**src/rtl/core/ippcm_pkg.sv**
```systemverilog
// ----------------------------------------------------------------------------
// ippcm_pkg: shared types and constants
// Command and status codes, table sizing and sequencer states.
// ----------------------------------------------------------------------------
`timescale 1ns / 1ps
`default_nettype none
package ippcm_pkg;
  localparam int TableDepth = 256;
  localparam int IdxW = $clog2(TableDepth);
  localparam int CntW = $clog2(TableDepth + 1);

  localparam logic [1:0] CMD_CLEAR  = 2'd0;
  localparam logic [1:0] CMD_INSERT = 2'd1;
  localparam logic [1:0] CMD_QUERY  = 2'd2;

  localparam logic [1:0] ST_OK     = 2'd0;
  localparam logic [1:0] ST_BADLEN = 2'd1;
  localparam logic [1:0] ST_FULL   = 2'd2;

  localparam logic [7:0] V4Max = 8'd32;
  localparam logic [7:0] V6Max = 8'd128;
  localparam logic [7:0] MapLen = 8'd96;

  typedef enum logic [2:0] {
    S_IDLE, S_DECODE, S_READ, S_CMP, S_DONE
  } state_t;

  function automatic logic [63:0] top_mask(input logic [7:0] n);
    logic [63:0] m;
    begin
      if (n == 8'd0) m = '0;
      else if (n >= 8'd64) m = '1;
      else m = ~64'd0 << (7'd64 - {1'b0, n[5:0]});
      return m;
    end
  endfunction
endpackage
`default_nettype wire

```
**src/rtl/core/ippcm_cmp.sv**
```systemverilog
// ----------------------------------------------------------------------------
// ippcm_cmp: shared prefix compare unit
// Tests one stored network against the normalized address.
// ----------------------------------------------------------------------------
`timescale 1ns / 1ps
`default_nettype none
module ippcm_cmp (
  input  wire logic        fam,
  input  wire logic [63:0] hi,
  input  wire logic [63:0] lo,
  input  wire logic [8:0]  meta,
  input  wire logic [63:0] net_hi,
  input  wire logic [63:0] net_lo,
  output logic             hit
);
  logic [63:0] mh, ml, m4;
  logic [7:0] np;
  always_comb begin
    np = meta[7:0];
    m4 = ippcm_pkg::top_mask(np);
    if (!fam) begin
      mh = '0;
      ml = {32'd0, m4[63:32]};
    end else if (np >= 8'd64) begin
      mh = '1;
      ml = ippcm_pkg::top_mask(np - 8'd64);
    end else begin
      mh = m4;
      ml = '0;
    end
    hit = (meta[8] == fam) && (((hi ^ net_hi) & mh) == 64'd0)
          && (((lo ^ net_lo) & ml) == 64'd0);
  end
endmodule
`default_nettype wire

```
**config.mk**
```make
export PLATFORM = sky130hd
export DESIGN_NAME = ippcm_cmp
export DESIGN_NICKNAME = d
export VERILOG_FILES = /design/src/rtl/core/ippcm_pkg.sv /design/src/rtl/core/ippcm_cmp.sv
export SDC_FILE = /design/constraint.sdc
export NUM_CORES = 1
export LEC_CHECK = 0
export ABC_CLOCK_PERIOD_IN_PS = 2900
export BUFFER_PORTS_ARGS = -buffer_cell sky130_fd_sc_hd__buf_2
export CORE_MARGIN = 2
export CORE_UTILIZATION = 32
export DETAILED_ROUTE_END_ITERATION = 8
export GPL_TIMING_DRIVEN = 0
export PLACE_DENSITY = 0.7
export SETUP_SLACK_MARGIN = 0.3
export SYNTH_ARGS = -nofsm -noshare
export SYNTH_HDL_FRONTEND = slang
export SYNTH_SLANG_ARGS = --single-unit
```
**constraint.sdc**
```tcl
create_clock -name vclk -period 2.9
set_input_delay 0.29 -clock vclk [all_inputs]
set_output_delay 0.29 -clock vclk [all_outputs]
set_load 0.03 [all_outputs]
```
==> results.md, run 1 <==
- Dominant cell type by area after synthesis: xor2_1
- Hold Buf Count CTS: 0
- CP Capture Type: output port
- # rows: 37
- Design area: 0.00573 mm^2
- Final WL: approximately 18000 um
- Leakage: approximately 2.5 nW
- Seq/Total Area, Yosys: 0
- WL per Instance: 19.2 um
- YS warnings: 0
- Port Buffer Count: 264
- Status: finished, violations left
- Synth top area share: 0.185
- Logic pwr share: 1.000
- Worst EP arrival: approximately 3 ns
- Crit path max-delay family: compound AO/OA/AOI/OAI gates
- Distinct cells, synth: 63
- Slew HR: 0.511
- Net Sw Power: about 570 uW
- Final setup fails: 1
- FF/Latch Area: 0 um^2
- Syn Std Cell Area: ~0.0034 mm^2
- Power share of the clock group: 0
- Failing checks: negative setup slack
- Reg power frac: 0
- Total grt overflow: 0
- Avg Inst Size Synth: 6.60 um^2
- Post-route ant nets: 0
- Max-Cap Viols: 0
- Pwr Density: around 180 mW/mm^2
- Dpl hpwl: about 14000 um
- Area grow syn2layout: 70.4%
- Antenna violations before repair: 2
- Worst slew pin tran: ~0.73 ns
- Seq cells: 0
- Hold Crit Depth: 7
- Setup CP Type: in2out
- Largest net degree at the start of global routing: 11
- Worst Hold Class: in2out
- Post-Syn Instances: between 500 and 600
- CP bufs+invs: 6
- Post-route setup slack: -0.455 ns
- Pre-antenna DRT Iters: 5
- Top-count cell post-synth: xor2_1
- Vias in the first global route: ~5200
- Total negative slack: -0.455 ns
- CP max-delay cell: a211o_1
- CP Cell Sequence: buf_12, clkinv_8, ha_4, buf_6, nor3b_4, buf_6, mux2i_4, buf_6, nor2_4, o21ai_1, nand4_1, a2111oi_2, nand4_1, a211o_1, a21oi_4, buf_6
- Internal Pwr Total: approximately 470 uW
- Filler cells: slightly above 1000
- Worst hold endpoint: hit
- Post-route DRC: 0
- Fin. max-slew vios: 0
- Pre-CTS worst setup slack: -0.895 ns
- Routed vias: around 5500
- Total power: 1.04 mW
- GPL Wtd Cong: between 0.9 and 1
- Share of post-route cells with drive strength above 1: 0.488
- CP peak stage delay: ~0.41 ns
- CP Max Fanout: 5
- Tmin final: 3.36 ns
- First-pass GRT wire length: 26700 um
- Final Net Count: between 1000 and 1500
- CP Launch Type: input port
- Worst Min Path Start: lo[21]
- Switching Share: 0.547
- Core Box Area: roughly 0.010 mm^2
- Final worst-path cycle share: 1.16
- # clk buffers: 0
- Hold slack: 1.27 ns
- RSZ-0062 raised after global routing: yes
- Worst path most repeated cell: buf_6
- Final hold vios: 0
- Total GRT Usage: 0.297
- Initial core utilization: 0.327
- Vias/cell: 5.73
- Initial DRC count: 670
- Die height: approximately 110 um
- Total die area: between 0.01 and 0.015 mm^2
- Largest cells by area after synthesis: xor2_1, xnor2_1, o21ai_0
- Critical Path RT: roughly 2.6 ns
- Peak supply drop: roughly 72 uV
- Ports: roughly 270
- Post-DP Area: around 0.0049 mm^2
- Commonest cells in the netlist: xor2_1, xnor2_1, nor2_1
- Fmax: 298 MHz
- Die Wd: between 100 and 150 um
- Syn nets: roughly 780
-- power groups by stage --
stage | Clock (mW) | Combinational [mW] | Sequential, mW
6_report | 0.0000000925 | 1.04 | 0
5_1_grt | 0.0000000923 | 1.10 | 0
3_3_place_gp | 0 | 0.848 | 0
3_5_place_dp | 0 | 0.848 | 0
2_1_floorplan | 0 | 0.469 | 0
4_1_cts | 0 | 0.985 | 0
-- through the flow --
step                 util  cells
floorplan               -    510
global placement    0.479    910
detailed placement  0.479    910
CTS                 0.549    948
global route        0.558    956
finish              0.558    956
-- cells by family (layout without fill, tap and decap cells) --
group / count (synthesis) / after routing / synth area share
other: 0 / 2 / 0
XOR/XNOR: 131 / 131 / 0.341
buffers and inverters: 32 / 340 / 0.0435
adder cells (fa/ha/maj): 6 / 6 / 0.0223
AND/OR/NAND/NOR: 173 / 173 / 0.271
multiplexers: 1 / 1 / 0.00298
AO/OA/AOI/OAI: 167 / 167 / 0.319
-- per-layer routing --
metal | up-vias | wire length, um | global-route usage
li1 | 2499 | - | -
met1 | 2424 | 6480 | 0.358
met2 | 475 | 8680 | 0.521
met3 | 79 | 2450 | 0.0662
met4 | 0 | 705 | 0.100
met5 | - | 0 | 0
-- tightest hold or removal path: cells and delay by family --
kind                   cells  cell delay [ns]
AO/OA/AOI/OAI              2             0.18
XOR/XNOR                   1             0.09
buffers and inverters      2             0.21
AND/OR/NAND/NOR            2             0.21
-- layout make-up --
class	instances	area [um^2]	share of cell area
timing repair buffer	308	1700	0.297
antenna	2	5.00	0.000873
tap	136	170	0.0297
inverter	9	53.8	0.00938
multi-input combinational	478	3630	0.634
buffer	23	169	0.0295
-- placed cells by master, fill, tap and decap left out, types with 7 or more instances in the layout --
master / Yosys / routed
nor3_1: 20 / 14
a22oi_1: 8 / 8
buf_2: 8 / 265
a21oi_1: 35 / 31
nor4_1: 11 / 8
a31oi_1: 12 / 10
xor2_1: 71 / 70
xnor2_1: 60 / 59
o21ai_0: 45 / 40
buf_6: 1 / 9
nand4_1: 10 / 10
o22ai_1: 17 / 17
nor2b_1: 9 / 8
buf_4: 2 / 43
nor2_1: 49 / 38
o211ai_1: 7 / 7
nand2_1: 29 / 27
-- what timing repair did --
action,in CTS,in global routing
pin swaps,23,9
cloned,1,0
buffers inserted,37,6
setup endpoints to repair,1,1
resized for setup,105,12
-- how the worst max path moves through the flow --
stage | from | to | slack, ns | cells past startpoint
global placement | meta[0] | hit | -0.89 | 14
CTS | meta[0] | hit | -0.29 | 15
floorplan | meta[1] | hit | 0.0003 | 13
detailed placement | meta[0] | hit | -0.90 | 14
finish | meta[1] | hit | -0.46 | 16
global route | meta[2] | hit | -0.52 | 11
Note: power is estimated with default switching activity, not from simulation.
==> inputs of run 2 (changes only) <==
--- a/config.mk
+++ b/config.mk
@@ -7,11 +7,11 @@
 export LEC_CHECK = 0
 export ABC_CLOCK_PERIOD_IN_PS = 2900
 export BUFFER_PORTS_ARGS = -buffer_cell sky130_fd_sc_hd__buf_2
-export CORE_MARGIN = 2
-export CORE_UTILIZATION = 32
+export CORE_AREA = 2 2 103 105
 export DETAILED_ROUTE_END_ITERATION = 8
+export DIE_AREA = 0 0 105 107
 export GPL_TIMING_DRIVEN = 0
-export PLACE_DENSITY = 0.7
+export PLACE_DENSITY = 0.72
 export SETUP_SLACK_MARGIN = 0.3
 export SYNTH_ARGS = -nofsm -noshare
 export SYNTH_HDL_FRONTEND = slang
==> run 2 against run 1 <==
  * The flow still finishes with violations (negative setup slack)
  * Utilization shrank 1.9 points
  * Hold slack gained 0.038 ns
  * Clock-buffer cell count is the same
  * Critical endpoint unchanged
  * Design area shrank 5.2%
  * Via count shrank 3.0%
  * Global-route usage shrank 1.4 points
==> results.md, run 2 (synthesized netlist as in run 1, its figures left out) <==
- Status: finished, violations left (unchanged)
- Failing checks: negative setup slack (unchanged)
- Critical Path RT: 2.61 ns (about the same)
- Slew HR: 0.563 (was 0.511)
- Dpl hpwl: 14200 um (was 14500 um)
- Worst slew pin tran: 0.655 ns (was 0.732 ns)
- Initial core utilization: 0.333 (was 0.327)
- CP Launch Type: input port (unchanged)
- Total power: 969 uW (was 1.04 mW)
- Initial DRC count: 613 (was 670)
- CP max-delay cell: nor4_2 (was a211o_1)
- Total die area: 0.0112 mm^2 (was 0.0113 mm^2)
- Pre-CTS worst setup slack: -0.874 ns (was -0.895 ns)
- Final Net Count: 1074 (was 1092)
- Area grow syn2layout: 61.6% (was 70.4%)
- Final WL: 17200 um (was 18300 um)
- Design area: 0.00544 mm^2 (was 0.00573 mm^2)
- Worst hold endpoint: hit (unchanged)
- Most frequent cells in the layout: buf_2, xor2_1, xnor2_1, nor2_1, o21ai_0 (was buf_2, xor2_1, xnor2_1, buf_4, o21ai_0)
- Ports: 267 (unchanged)
- Die Wd: 105 um (was 107 um)
- Switching Share: 0.548 (was 0.547)
- Final setup fails: 1 (unchanged)
- CP Max Fanout: 5 (unchanged)
- Post-route DRC: 0 (unchanged)
- CP Capture Type: output port (unchanged)
- Total GRT Usage: 0.284 (was 0.297)
- GPL Wtd Cong: 1.01 (was 0.947)
- Max-Cap Viols: 0 (unchanged)
- Filler cells: 1083 (was 1022)
- Worst path most repeated cell: buf_6 (unchanged)
- Core Box Area: 0.0101 mm^2 (was 0.0103 mm^2)
- Net Sw Power: 531 uW (was 566 uW)
- Seq cells: 0 (unchanged)
- Post-DP Area: 0.00492 mm^2 (unchanged)
- Worst EP arrival: 3.09 ns (was 3.07 ns)
- FF/Latch Area: 0 um^2 (unchanged)
- Total grt overflow: 0 (unchanged)
- Largest net degree at the start of global routing: 11 (unchanged)
- WL per Instance: 18.4 um (was 19.2 um)
- Final hold vios: 0 (unchanged)
- Post-route setup slack: -0.482 ns (was -0.455 ns)
- Final worst-path cycle share: 1.17 (was 1.16)
- Power share of the clock group: 0 (about the same)
- Pwr Density: 178 mW/mm^2 (was 181 mW/mm^2)
- Worst Min Path Start: lo[21] (unchanged)
- Hold Crit Depth: 7 (unchanged)
- Leakage: 2.41 nW (was 2.53 nW)
- Internal Pwr Total: 439 uW (was 470 uW)
- Reg power frac: 0 (about the same)
- Vias in the first global route: 4909 (was 5220)
- Setup CP Type: in2out (unchanged)
- Vias/cell: 5.67 (was 5.73)
- Commonest non-fill, non-tap cell in the layout: buf_2 (unchanged)
- # rows: 37 (unchanged)
- CP peak stage delay: 0.35 ns (was 0.41 ns)
- Fmax: 296 MHz (was 298 MHz)
- Port Buffer Count: 264 (unchanged)
- Die height: 107 um (about the same)
- # clk buffers: 0 (unchanged)
- Routed vias: 5310 (was 5477)
- Peak supply drop: 68.7 uV (was 72.4 uV)
- Tmin final: 3.38 ns (was 3.36 ns)
- RSZ-0062 raised after global routing: yes (unchanged)
- Hold slack: 1.31 ns (was 1.27 ns)
- Worst Hold Class: in2out (unchanged)
- First-pass GRT wire length: 25400 um (was 26700 um)
- Fin. max-slew vios: 0 (unchanged)
- Antenna violations before repair: 1 (was 2)
- Hold Buf Count CTS: 0 (unchanged)
- Share of post-route cells with drive strength above 1: 0.455 (was 0.488)
- CP Cell Sequence: buf_12, inv_6, ha_4, buf_6, nor3b_4, mux2i_2, clkbuf_8, buf_4, nor3_1, nor4_2, o2111a_1, nand4_1, a211o_1, a21oi_4, buf_6 (was buf_12, clkinv_8, ha_4, buf_6, nor3b_4, buf_6, mux2i_4, buf_6, nor2_4, o21ai_1, nand4_1, a2111oi_2, nand4_1, a211o_1, a21oi_4, buf_6)
- Pre-antenna DRT Iters: 5 (unchanged)
- Total negative slack: -0.482 ns (was -0.455 ns)
- Post-route ant nets: 0 (unchanged)
- Logic pwr share: 1.000 (about the same)
[run 2: changes by cell type in the layout (fill, tap and decap cells not counted), sizes merged]
cell    before  now
buf        320  303
clkbuf      11   10
diode        2    1
inv          8    9
clkinv       1    0
[run 2: final cells by class]
cell class	instances	area, um^2	share of cell area
Antenna cell	1	2.50	0.000460
Multi-Input combinational cell	478	3470	0.639
Timing Repair Buffer	290	1590	0.293
Tap cell	136	170	0.0313
Inverter	9	46.3	0.00851
Buffer	23	153	0.0281
[run 2: worst max path at each step]
stage          startpoint  end  slack, ns  cells past startpoint
6_report          meta[0]  hit      -0.48                     15
5_1_grt           meta[0]  hit      -0.55                     16
4_1_cts           meta[0]  hit      -0.38                     15
3_5_place_dp      meta[0]  hit      -0.87                     14
3_3_place_gp      meta[0]  hit      -0.89                     14
2_1_floorplan     meta[1]  hit     0.0003                     13
[run 2: power by group through the flow]
stage	clock network (mW)	logic, mW	registers (mW)
after global routing	0.0000000461	1.04	0
after detailed placement	0	0.847	0
after CTS	0	0.936	0
after floorplan	0	0.469	0
after global placement	0	0.845	0
final	0.0000000461	0.969	0
[run 2: per-layer routing]
| metal | vias to the layer above | track usage | part of all wire |
|---|---|---|---|
| li1 | 2465 | - | - |
| met1 | 2337 | 0.350 | 0.37 |
| met2 | 444 | 0.501 | 0.47 |
| met3 | 64 | 0.0468 | 0.12 |
| met4 | 0 | 0.0914 | 0.036 |
| met5 | - | 0 | 0 |
[run 2: what timing repair did]
item / in CTS / in global routing
setup endpoints to repair: 1 / 1
pin swaps: 16 / 9
gates resized for setup: 67 / 11
buffers inserted: 25 / 1
[run 2: critical path, delay by kind of cell]
kind            cells  cell delay [ns]
compound gates      3             0.70
buf+inv             6             0.72
fa+ha+maj           1             0.13
mux                 1             0.34
simple gates        4             0.90
[run 2: through the flow]
| step | util | instances |
|---|---|---|
| after global routing | 0.539 | 937 |
| final | 0.539 | 937 |
| after global placement | 0.488 | 910 |
| after floorplan | - | 510 |
| after CTS | 0.535 | 935 |
| after detailed placement | 0.488 | 910 |
==> inputs of run 3 (changes only) <==
--- a/config.mk
+++ b/config.mk
@@ -11,7 +11,7 @@
 export DETAILED_ROUTE_END_ITERATION = 8
 export DIE_AREA = 0 0 105 107
 export GPL_TIMING_DRIVEN = 0
-export PLACE_DENSITY = 0.72
+export PLACE_DENSITY = 0.77
 export SETUP_SLACK_MARGIN = 0.3
 export SYNTH_ARGS = -nofsm -noshare
 export SYNTH_HDL_FRONTEND = slang
==> constraint.sdc (replaced) <==
create_clock -name vclk -period 2.9
set_input_delay 0.58 -clock vclk [all_inputs]
set_output_delay 0.58 -clock vclk [all_outputs]
set_load 0.03 [all_outputs]
==> run 3 against run 2 <==
  * The flow still finishes with violations (negative setup slack)
  * Non-clock buffer count up 3
  * Worst setup slack worse by 0.53 ns
  * Via count up 1.5%
  * Fmax down 14%
  * Flip-flop and latch count unchanged
  * Total power up 3.1%
  * Critical path type unchanged
  * Critical endpoint unchanged
  * Highest routed layer unchanged
==> results.md, run 3 (synthesized netlist as in run 1, its figures left out) <==
- Total GRT Usage: 0.295 (was 0.284)
- Die height: 107 um (unchanged)
- RSZ-0062 raised after global routing: yes (unchanged)
- Tmin final: 3.91 ns (was 3.38 ns)
- Worst Min Path Start: lo[25] (was lo[21])
- Hold slack: 1.87 ns (was 1.31 ns)
- Placed cells: 910 (unchanged)
- Die Wd: 105 um (unchanged)
- Total die area: 0.0112 mm^2 (unchanged)
- Critical Path RT: 2.32 ns (was 2.61 ns)
- Post-route DRC: 0 (unchanged)
- Largest net degree at the start of global routing: 11 (unchanged)
- Final worst-path cycle share: 1.35 (was 1.17)
- FF/Latch Area: 0 um^2 (unchanged)
- Final setup fails: 1 (unchanged)
- Failing checks: negative setup slack (unchanged)
- Pwr Density: 181 mW/mm^2 (was 178 mW/mm^2)
- Pre-antenna DRT Iters: 7 (was 5)
- # clk buffers: 0 (unchanged)
- Antenna violations before repair: 0 (was 1)
- Vias/cell: 5.74 (was 5.67)
- Worst Setup EP: hit (unchanged)
- Worst EP arrival: 3.33 ns (was 3.09 ns)
- Slew HR: 0.602 (was 0.563)
- Final hold vios: 0 (unchanged)
- Dpl hpwl: 14300 um (was 14200 um)
- Pre-CTS worst setup slack: -1.48 ns (was -0.874 ns)
- Final core occ: 0.548 (was 0.539)
- CP Cell Sequence: buf_12, inv_8, ha_4, buf_6, buf_4, nand3b_1, a211oi_4, or2_2, buf_2, nand2_1, o21ai_0, and4_1, a31oi_1, a211o_1, a21oi_4, buf_6 (was buf_12, inv_6, ha_4, buf_6, nor3b_4, mux2i_2, clkbuf_8, buf_4, nor3_1, nor4_2, o2111a_1, nand4_1, a211o_1, a21oi_4, buf_6)
- Filler cells: 1007 (was 1083)
- Crit path from: meta[0] (unchanged)
- Worst Hold Class: in2out (unchanged)
- Fmax: 255 MHz (was 296 MHz)
- Setup CP Type: in2out (unchanged)
- Post-DP Area: 0.00492 mm^2 (unchanged)
- Core Box Area: 0.0101 mm^2 (unchanged)
- Area grow syn2layout: 64.4% (was 61.6%)
- WL per Instance: 18.9 um (was 18.4 um)
- Diodes inserted: 0 (was 1)
- Non-Filler Instances: 939 (was 937)
- Seq cells: 0 (unchanged)
- CP Launch Type: input port (unchanged)
- Fin. max-slew vios: 0 (unchanged)
- CP Max Fanout: 7 (was 5)
- Worst path most repeated cell: buf_6 (unchanged)
- Total grt overflow: 0 (unchanged)
- Worst slew pin tran: 0.598 ns (was 0.655 ns)
- Design area: 0.00553 mm^2 (was 0.00544 mm^2)
- Vias in the first global route: 5057 (was 4909)
- CP max-delay cell: a211o_1 (was nor4_2)
- First-pass GRT wire length: 26400 um (was 25400 um)
- Initial core utilization: 0.333 (unchanged)
- Final Net Count: 1077 (was 1074)
- Max-Cap Viols: 0 (unchanged)
- Status: finished, violations left (unchanged)
- Ports: 267 (unchanged)
- Leakage: 2.45 nW (was 2.41 nW)
- CP peak stage delay: 0.38 ns (was 0.35 ns)
- Final WL: 17800 um (was 17200 um)
- Port Buffer Count: 264 (unchanged)
- Post-route setup slack: -1.01 ns (was -0.482 ns)
- Routed vias: 5387 (was 5310)
- # rows: 37 (unchanged)
- Most frequent cells in the layout: buf_2, xor2_1, xnor2_1, nor2_1, o21ai_0 (unchanged)
- Initial DRC count: 810 (was 613)
- Peak supply drop: 77.9 uV (was 68.7 uV)
- CP Capture Type: output port (unchanged)
- Commonest non-fill, non-tap cell in the layout: buf_2 (unchanged)
- Area of the multi-input gates: 0.00356 mm^2 (was 0.00347 mm^2)
- Post-route ant nets: 0 (unchanged)
- Share of post-route cells with drive strength above 1: 0.467 (was 0.455)
- GPL Wtd Cong: 1.02 (was 1.01)
run 3: layout make-up:
cell class                 count  share of cell area
buffer                        23              0.0299
inverter                       9             0.00882
multi-input combinational    478               0.644
tap                          136              0.0308
timing repair buffer         293               0.287
run 3: repair_timing:
action	CTS	global route
pin swaps	25	4
resized for setup	94	5
endpoints found under the setup margin	1	1
gates cloned	1	0
hold buffers	0	0
buffers inserted	27	1
run 3: metal layers:
metal  up-vias  wire, um  track usage
li1       2468         -            -
met1      2346      6450        0.367
met2       484      8310        0.525
met3        89      2220       0.0486
met4         0       772       0.0829
met5         -         0            0
run 3: metrics by stage:
stage	total power, mW	TNS [ns]
floorplan	0.469	-0.580
global placement	0.844	-1.48
detailed placement	0.846	-1.48
CTS	0.961	-0.861
global route	1.06	-1.17
finish	0.999	-1.01
run 3: how the worst min path moves through the flow:
| stage | slack (ns) | endpoint | depth (start not counted) |
|---|---|---|---|
| after floorplan | 1.55 | hit | 5 |
| after global placement | 1.89 | hit | 7 |
| after detailed placement | 1.89 | hit | 7 |
| after CTS | 1.88 | hit | 7 |
| after global routing | 1.91 | hit | 7 |
| final | 1.87 | hit | 7 |
run 3: power breakdown:
part | switching, mW | total (mW) | internal, mW
registers | 0 | 0 | 0
logic | 0.548 | 0.999 | 0.451
clock network | 0 | 0 | 0
total | 0.548 | 0.999 | 0.451
run 3: critical path: cells and delay by family:
kind,cells,cell delay (ns)
AOI/OAI and AO/OA,5,1.21
buffers and inverters,6,0.75
and+or+nand+nor,4,0.65
adders and majority gates,1,0.14
